`config.mk`:
```
export PLATFORM = sky130hd
export DESIGN_NAME = euclidean_signed_divider_flat
export DESIGN_NICKNAME = d
export VERILOG_FILES = /design/src/hdl/esd_pkg.sv /design/src/hdl/esd_in_if.sv /design/src/hdl/esd_out_if.sv /design/src/hdl/esd_datapath.sv /design/src/hdl/esd_controller.sv /design/src/hdl/euclidean_signed_divider.sv /design/src/flat_wrapper.sv
export VERILOG_INCLUDE_DIRS = /design/src /design/src/hdl
export SDC_FILE = /design/constraint.sdc
export NUM_CORES = 1
export LEC_CHECK = 0
export ABC_AREA = 1
export BUFFER_PORTS_ARGS = -buffer_cell sky130_fd_sc_hd__buf_2
export CAP_MARGIN = 20
export CORE_ASPECT_RATIO = 0.8
export CORE_MARGIN = 2
export CORE_UTILIZATION = 30
export CTS_CLUSTER_SIZE = 20
export DETAILED_ROUTE_END_ITERATION = 12
export PLACE_DENSITY = 0.53
export SETUP_SLACK_MARGIN = 0.4
export SYNTH_ARGS = -nofsm -noshare
export SYNTH_HDL_FRONTEND = slang
export SYNTH_SLANG_ARGS = --single-unit
```
`constraint.sdc`:
```
create_clock -name clk -period 4 [get_ports clk]
set_input_delay 0.6 -clock clk [delete_from_list [all_inputs] [get_ports clk]]
set_output_delay 0.6 -clock clk [all_outputs]
set_load 0.005 [all_outputs]
```
`src/hdl/euclidean_signed_divider_macros.svh`:
```
// assertion macros for the euclidean signed divider
// clocked on clk; ESD_ASSERT is disabled while arst_n is low
`ifndef EUCLIDEAN_SIGNED_DIVIDER_MACROS_SVH
`define EUCLIDEAN_SIGNED_DIVIDER_MACROS_SVH

`ifndef ASSERT_OFF
`define ESD_ASSERT(lbl, prop, msg) \
	lbl: assert property (@(posedge clk) disable iff (!arst_n) prop) else $error(msg);
`define ESD_ASSERT_ALWAYS(lbl, prop, msg) \
	lbl: assert property (@(posedge clk) prop) else $error(msg);
`else
`define ESD_ASSERT(lbl, prop, msg)
`define ESD_ASSERT_ALWAYS(lbl, prop, msg)
`endif

`endif

```
`src/hdl/esd_pkg.sv`:
```
`default_nettype none

package esd_pkg;

	// operand, quotient and step counter widths, last step index
	localparam int DATA_WIDTH  = 32;
	localparam int QUOT_WIDTH  = DATA_WIDTH + 1;
	localparam int CNT_WIDTH   = $clog2(DATA_WIDTH);
	localparam logic [CNT_WIDTH-1:0] LAST_STEP = CNT_WIDTH'(DATA_WIDTH - 1);

	// controller states
	typedef enum logic [1:0] {
		ST_IDLE,
		ST_DIV,
		ST_FIX
	} esd_state_t;

	// commands from controller to datapath
	typedef struct packed {
		logic load;
		logic step;
		logic finish;
	} esd_cmd_t;

endpackage

`default_nettype wire

```
`src/hdl/esd_in_if.sv`:
```
`default_nettype none

interface esd_in_if import esd_pkg::*; ();
	logic                         valid;
	logic                         ready;
	logic signed [DATA_WIDTH-1:0] dividend;
	logic signed [DATA_WIDTH-1:0] divisor;

	modport source (output valid, output dividend, output divisor, input ready);
	modport sink (input valid, input dividend, input divisor, output ready);
endinterface

`default_nettype wire

```
`src/hdl/esd_out_if.sv`:
```
`default_nettype none

interface esd_out_if import esd_pkg::*; ();
	logic                         valid;
	logic                         ready;
	logic signed [QUOT_WIDTH-1:0] quotient;
	logic                         divide_by_zero;

	modport source (output valid, output quotient, output divide_by_zero, input ready);
	modport sink (input valid, input quotient, input divide_by_zero, output ready);
endinterface

`default_nettype wire

```
`src/hdl/esd_datapath.sv`:
```
`default_nettype none

module esd_datapath import esd_pkg::*; (
	input  wire logic                         clk,
	input  wire esd_cmd_t                     cmd,
	input  wire logic signed [DATA_WIDTH-1:0] dividend,
	input  wire logic signed [DATA_WIDTH-1:0] divisor,
	output logic signed [QUOT_WIDTH-1:0]      quotient,
	output logic                              divide_by_zero
);

	logic [DATA_WIDTH-1:0] acc_q;   // dividend magnitude, becomes quotient
	logic [DATA_WIDTH-1:0] den_q;   // divisor magnitude
	logic [DATA_WIDTH-1:0] rem_q;   // partial remainder
	logic                  a_neg_q;
	logic                  b_neg_q;
	logic                  b_zero_q;
	logic signed [QUOT_WIDTH-1:0] quot_q;
	logic                  dbz_q;

	logic [DATA_WIDTH-1:0] a_mag;
	logic [DATA_WIDTH-1:0] b_mag;
	logic [DATA_WIDTH:0]   shifted;
	logic [DATA_WIDTH:0]   diff;
	logic                  q_bit;
	logic [QUOT_WIDTH-1:0] q_ext;
	logic                  round_up;
	logic                  flip;
	logic [QUOT_WIDTH-1:0] q_fix;

	// operand magnitudes
	always_comb begin
		a_mag = dividend[DATA_WIDTH-1] ? DATA_WIDTH'(-dividend) : DATA_WIDTH'(dividend);
		b_mag = divisor[DATA_WIDTH-1] ? DATA_WIDTH'(-divisor) : DATA_WIDTH'(divisor);
	end

	// one restoring step
	always_comb begin
		shifted = {rem_q, acc_q[DATA_WIDTH-1]};
		diff    = shifted - {1'b0, den_q};
		q_bit   = ~diff[DATA_WIDTH];
	end

	// sign fix: -(q + 1) is ~q, -q is ~q + 1
	always_comb begin
		q_ext    = {1'b0, acc_q};
		round_up = a_neg_q && (rem_q != '0);
		flip     = a_neg_q ^ b_neg_q;
		q_fix    = (flip ? ~q_ext : q_ext) + QUOT_WIDTH'(flip ? !round_up : round_up);
	end

	// operand and iteration registers
	always_ff @(posedge clk) begin
		if (cmd.load) begin
			acc_q    <= a_mag;
			den_q    <= b_mag;
			rem_q    <= '0;
			a_neg_q  <= dividend[DATA_WIDTH-1];
			b_neg_q  <= divisor[DATA_WIDTH-1];
			b_zero_q <= (divisor == '0);
		end else if (cmd.step) begin
			rem_q <= q_bit ? diff[DATA_WIDTH-1:0] : shifted[DATA_WIDTH-1:0];
			acc_q <= {acc_q[DATA_WIDTH-2:0], q_bit};
		end
	end

	// result register
	always_ff @(posedge clk) begin
		if (cmd.finish) begin
			quot_q <= b_zero_q ? '0 : q_fix;
			dbz_q  <= b_zero_q;
		end
	end

	assign quotient       = quot_q;
	assign divide_by_zero = dbz_q;

endmodule

`default_nettype wire

```
`src/hdl/esd_controller.sv`:
```
`default_nettype none

module esd_controller import esd_pkg::*; (
	input  wire logic clk,
	input  wire logic arst_n,
	input  wire logic in_valid,
	output logic      in_ready,
	output logic      out_valid,
	input  wire logic out_ready,
	output esd_cmd_t  cmd
);

	esd_state_t state_q;
	esd_state_t state_next;
	logic [CNT_WIDTH-1:0] cnt_q;
	logic out_valid_q;

	// state register
	always_ff @(posedge clk or negedge arst_n) begin
		if (!arst_n) begin
			state_q <= ST_IDLE;
		end else begin
			state_q <= state_next;
		end
	end

	// next state and commands
	always_comb begin
		state_next = state_q;
		in_ready   = 1'b0;
		cmd        = '0;
		unique case (state_q)
			ST_IDLE: begin
				in_ready = 1'b1;
				if (in_valid) begin
					cmd.load   = 1'b1;
					state_next = ST_DIV;
				end
			end
			ST_DIV: begin
				cmd.step = 1'b1;
				if (cnt_q == LAST_STEP) begin
					state_next = ST_FIX;
				end
			end
			ST_FIX: begin
				if (!out_valid_q || out_ready) begin
					cmd.finish = 1'b1;
					state_next = ST_IDLE;
				end
			end
			default: begin
				state_next = ST_IDLE;
			end
		endcase
	end

	// step counter
	always_ff @(posedge clk or negedge arst_n) begin
		if (!arst_n) begin
			cnt_q <= '0;
		end else if (cmd.load) begin
			cnt_q <= '0;
		end else if (cmd.step) begin
			cnt_q <= cnt_q + 1'b1;
		end
	end

	// result valid flag
	always_ff @(posedge clk or negedge arst_n) begin
		if (!arst_n) begin
			out_valid_q <= 1'b0;
		end else if (cmd.finish) begin
			out_valid_q <= 1'b1;
		end else if (out_ready) begin
			out_valid_q <= 1'b0;
		end
	end

	assign out_valid = out_valid_q;

endmodule

`default_nettype wire

```
`src/hdl/euclidean_signed_divider.sv`:
```
// channel    dir  payload                           width
// operands   in   dividend, divisor                 32, 32 signed
// result     out  quotient, divide_by_zero          33 signed, 1
//
// a request runs in order: load with magnitudes, 32 restoring steps, sign fix
// the shared shift-subtract unit produces one quotient bit per cycle
// a new request is taken in the cycle after the sign fix, never while a division runs
// the result register holds while result.ready is low; the next division runs meanwhile
// arst_n clears the controller; operand and result payload registers are not reset
`default_nettype none

`include "euclidean_signed_divider_macros.svh"

module euclidean_signed_divider import esd_pkg::*; (
	input  wire logic  clk,
	input  wire logic  arst_n,
	esd_in_if.sink     operands,
	esd_out_if.source  result
);

	esd_cmd_t cmd;

	// sequencing
	esd_controller u_ctrl (
		.clk       (clk),
		.arst_n    (arst_n),
		.in_valid  (operands.valid),
		.in_ready  (operands.ready),
		.out_valid (result.valid),
		.out_ready (result.ready),
		.cmd       (cmd)
	);

	// arithmetic
	esd_datapath u_dp (
		.clk            (clk),
		.cmd            (cmd),
		.dividend       (operands.dividend),
		.divisor        (operands.divisor),
		.quotient       (result.quotient),
		.divide_by_zero (result.divide_by_zero)
	);

	// checks
	`ESD_ASSERT(a_busy_after_load, (operands.valid && operands.ready) |=> !operands.ready, "request taken while dividing")
	`ESD_ASSERT(a_zero_on_dbz, (result.valid && result.divide_by_zero) |-> (result.quotient == '0), "nonzero quotient on divide by zero")
	`ESD_ASSERT(a_finish_shows, cmd.finish |=> result.valid, "finished result not presented")
	`ESD_ASSERT_ALWAYS(a_cmd_onehot, $onehot0(cmd), "conflicting datapath commands")

endmodule

`default_nettype wire

```
`src/flat_wrapper.sv`:
```
// flat-port wrapper written by rule: the top's interface ports become plain ports
module euclidean_signed_divider_flat import esd_pkg::*;
  (clk, arst_n, operands_valid, operands_dividend, operands_divisor, operands_ready, result_valid, result_quotient, result_divide_by_zero, result_ready);
  esd_in_if operands_i ();
  esd_out_if result_i ();
  input  wire logic clk;
  input  wire logic arst_n;
  input wire logic [$bits(operands_i.valid)-1:0] operands_valid;
  input wire logic [$bits(operands_i.dividend)-1:0] operands_dividend;
  input wire logic [$bits(operands_i.divisor)-1:0] operands_divisor;
  output wire logic [$bits(operands_i.ready)-1:0] operands_ready;
  output wire logic [$bits(result_i.valid)-1:0] result_valid;
  output wire logic [$bits(result_i.quotient)-1:0] result_quotient;
  output wire logic [$bits(result_i.divide_by_zero)-1:0] result_divide_by_zero;
  input wire logic [$bits(result_i.ready)-1:0] result_ready;
  assign operands_i.valid = operands_valid;
  assign operands_i.dividend = operands_dividend;
  assign operands_i.divisor = operands_divisor;
  assign operands_ready = operands_i.ready;
  assign result_valid = result_i.valid;
  assign result_quotient = result_i.quotient;
  assign result_divide_by_zero = result_i.divide_by_zero;
  assign result_i.ready = result_ready;
  euclidean_signed_divider u_core (.clk(clk), .arst_n(arst_n), .operands(operands_i), .result(result_i));
endmodule
```
==> impl_metrics.py <==
metrics = {
    "setup_path": {
        "worstPathRequired_ns": 4.15,
        "critical_path.startpoint": "u_core.u_dp.rem_q[8]",
        "r2r-start": "u_core.u_dp.rem_q[8]",
        "critical_path_arrival_ns": 3.26,
        "path_class": "reg2reg",
        "endpoint_kind": "flip-flop",
        "crit_path_start_kind": "flip-flop",
        "path_max_fanout": 7,
    },
    "layout": {
        "layout-drive-gt1-share_pct": 12.6,
        "fin_cells": 2332,
        "final_common_cell": "nand2_1",
        "final_cell_mix": "nand2_1 (586), inv_1 (298), nor2_1 (140)",
        "syn_to_final_growth_pct": 13.5,
        "layout.nets": 1931,
    },
    "synth": {
        "seq_area_frac_synth_pct": 33.5,
        "syn_nets": 1840,
        "yosysWarnings": 0,
        "ys.flop_type": "edfxtp_1",
        "synth-async-reset-ratio_pct": 5.67,
        "syn_avg_cell_area_um2": 6.67,
        "syn_area_um2": 11500,
        "synth_edf_count": 101,
        "ys_ff_latch": 141,
        "synth.distinct_cells": 46,
        "synthCells": 1732,
    },
    "placed_design": {
        "gp_congestion": 0.936,
        "io_buffers": 103,
        "place_inst": 2298,
        "dp_hpwl_um": 27900,
    },
    "drt": {
        "vias": 10800,
        "avgRoutedWirePerCell_um": 15.0,
        "ant_nets": 0,
        "first_pass_iters": 6,
        "drtIter0Drc": 884,
        "wl_um": 34900,
        "via_per_inst": 4.65,
        "drc_errors": 0,
    },
    "floorplanning": {
        "chipHeight_um": 180,
        "core_um2": 38100,
        "die_w_um": 223,
        "rows": 64,
        "start_util_pct": 30.3,
        "io_pins": 104,
        "die-area_um2": 40100,
    },
    "timing": {
        "setup_viol": 0,
        "hold_viol": 0,
        "setup_tns_ns": 0,
        "rsz0062_at_grt": "false",
        "slew_violations": 0,
        "period_share_pct": 77.8,
        "max_freq_mhz": 321,
        "layout_min_cycle_time_ns": 3.11,
        "clock_skew_ns": 0.0154,
        "relSlewSlack_pct": 34.6,
        "worst_pin_slew_ns": 0.979,
    },
    "outcome": {
        "status": "finished clean",
    },
    "global_routing": {
        "gr-usage-all-layers_pct": 17.8,
        "grt_overflow": 0,
        "grt_pass1_wl_um": 56100,
        "grt_antenna_before_repair": 1,
        "first_global_vias": 10100,
        "grt_max_degree": 43,
    },
    "power": {
        "ir_drop_mv": 0.399,
        "p_per_area_nw_per_um2": 763,
        "p_leak_nw": 6.58,
        "total_power_w": 0.0100,
    },
    "clock_tree": {
        "cts_max_level": 4,
        "clock_sinks": 141,
        "clock_latency_ns": 0.44,
        "cts_setup_buffers": 0,
        "numCtsBuffers": 17,
        "clkTransAtPathRegs_ns": 0.06,
        "cts_tree": "done",
        "clockRootBuffer": "clkbuf_16",
        "cts_buffer_depth": 2,
    },
    "run": {
        "cap_violations": 0,
    },
    "worst_hold_path": {
        "hp-class": "in2reg",
        "hold_start": "operands_divisor[0]",
    },
}
[critical path: stages, from the launching register on]
cell     delay [ns]
dfxtp_1        0.34
nor4_1         0.43
nand4_1        0.23
o21ai_0        0.39
xor2_1         0.19
ha_1           0.32
ha_1           0.21
nand2_2        0.14
nor2_4         0.21
nand2_2        0.09
o21ai_0        0.18
a21oi_1        0.09
[Yosys cell counts, types with 32 or more instances]
cell type | count | area [um2]
inv_1 | 298 | 1120
ha_1 | 39 | 488
dfxtp_1 | 32 | 641
xor2_1 | 64 | 561
o21ai_0 | 50 | 250
nand3b_1 | 35 | 263
nor2_1 | 142 | 533
nand3_1 | 106 | 531
a21oi_1 | 48 | 240
nand2_1 | 586 | 2200
edfxtp_1 | 101 | 3030
nand2_2 | 39 | 244
[kinds of logic (layout without fill, tap and decap cells)]
| logic type | count (synthesis) | count (layout) | share of synthesized area (%) |
|---|---|---|---|
| buffers and inverters | 344 | 448 | 12.0 |
| other | 0 | 1 | 0 |
| AOI/OAI and AO/OA | 117 | 117 | 5.41 |
| adders and majority gates | 40 | 40 | 4.40 |
| DFF | 141 | 141 | 33.5 |
| and+or+nand+nor | 1020 | 1020 | 39.4 |
| xor gates and xnor gates | 70 | 70 | 5.31 |
[repair_timing]
item	in CTS	in global routing
gates resized for setup	0	0
hold endpoints to repair	7	0
hold buffers	1	0
[path summary, 6_finish.rpt]
kind	to	slack [ns]	cells after the start
min	u_core.u_dp.den_q[0]	0.36	1
max	u_core.u_dp.quotient[32]	0.89	11
min in group asynchronous	u_core.u_ctrl.cnt_q[0]	0.55	2
max in group asynchronous	u_core.u_ctrl.out_valid	3.26	2
max reg2reg	u_core.u_dp.quotient[32]	0.89	11
min reg2reg	u_core.u_dp.rem_q[12]	0.49	2
[final cells by class]
type                            instances  area, um2
Fill cell                            4155      25000
Multi-Input combinational cell       1247       6300
Sequential cell                       141       3870
Inverter                              306       1150
Tap cell                              495        619
Timing Repair Buffer                  110        571
Clock buffer                           20        437
Clock inverter                         12        161
Antenna cell                            1       2.50
[routing by layer]
| metal | up-vias | routed length [um] | track usage (%) |
|---|---|---|---|
| met2 | 272 | 13100 | 23.7 |
| met1 | 4946 | 19300 | 29.0 |
| met4 | 0 | 303 | 3.52 |
| met3 | 20 | 2300 | 3.53 |
| met5 | - | 0 | 0 |
| li1 | 5603 | - | - |
[stage by stage]
step	util, %	hold WS (ns)	worst slack, ns	cell area [um2]
2_1_floorplan	-	0.304	1.48	11500
3_3_place_gp	32.8	0.458	0.899	12500
3_5_place_dp	32.8	0.464	0.875	12500
4_1_cts	34.4	0.343	0.877	13100
5_1_grt	34.4	0.347	0.651	13100
6_report	34.4	0.358	0.887	13100
[state kept, by name, indices dropped and copies added (netlist names)]
register / cells
u_core.u_dp.divide_by_zero: 1
u_core.u_dp.rem_q: 32
u_core.u_dp.b_zero_q: 1
u_core.u_ctrl.state_q: 2
u_core.u_dp.acc_q: 32
u_core.u_dp.den_q: 32
u_core.u_ctrl.out_valid: 1
u_core.u_dp.b_neg_q: 1
u_core.u_dp.a_neg_q: 1
u_core.u_dp.quotient: 33
u_core.u_ctrl.cnt_q: 5
[where the power goes]
part	switching (W)	total, W	internal (W)
Clock	0.000662	0.00165	0.000987
Sequential	0.000382	0.00259	0.00221
Combinational	0.00395	0.00576	0.00182
Total	0.00499	0.0100	0.00502
No activity file was read; power rests on OpenSTA's default activity.
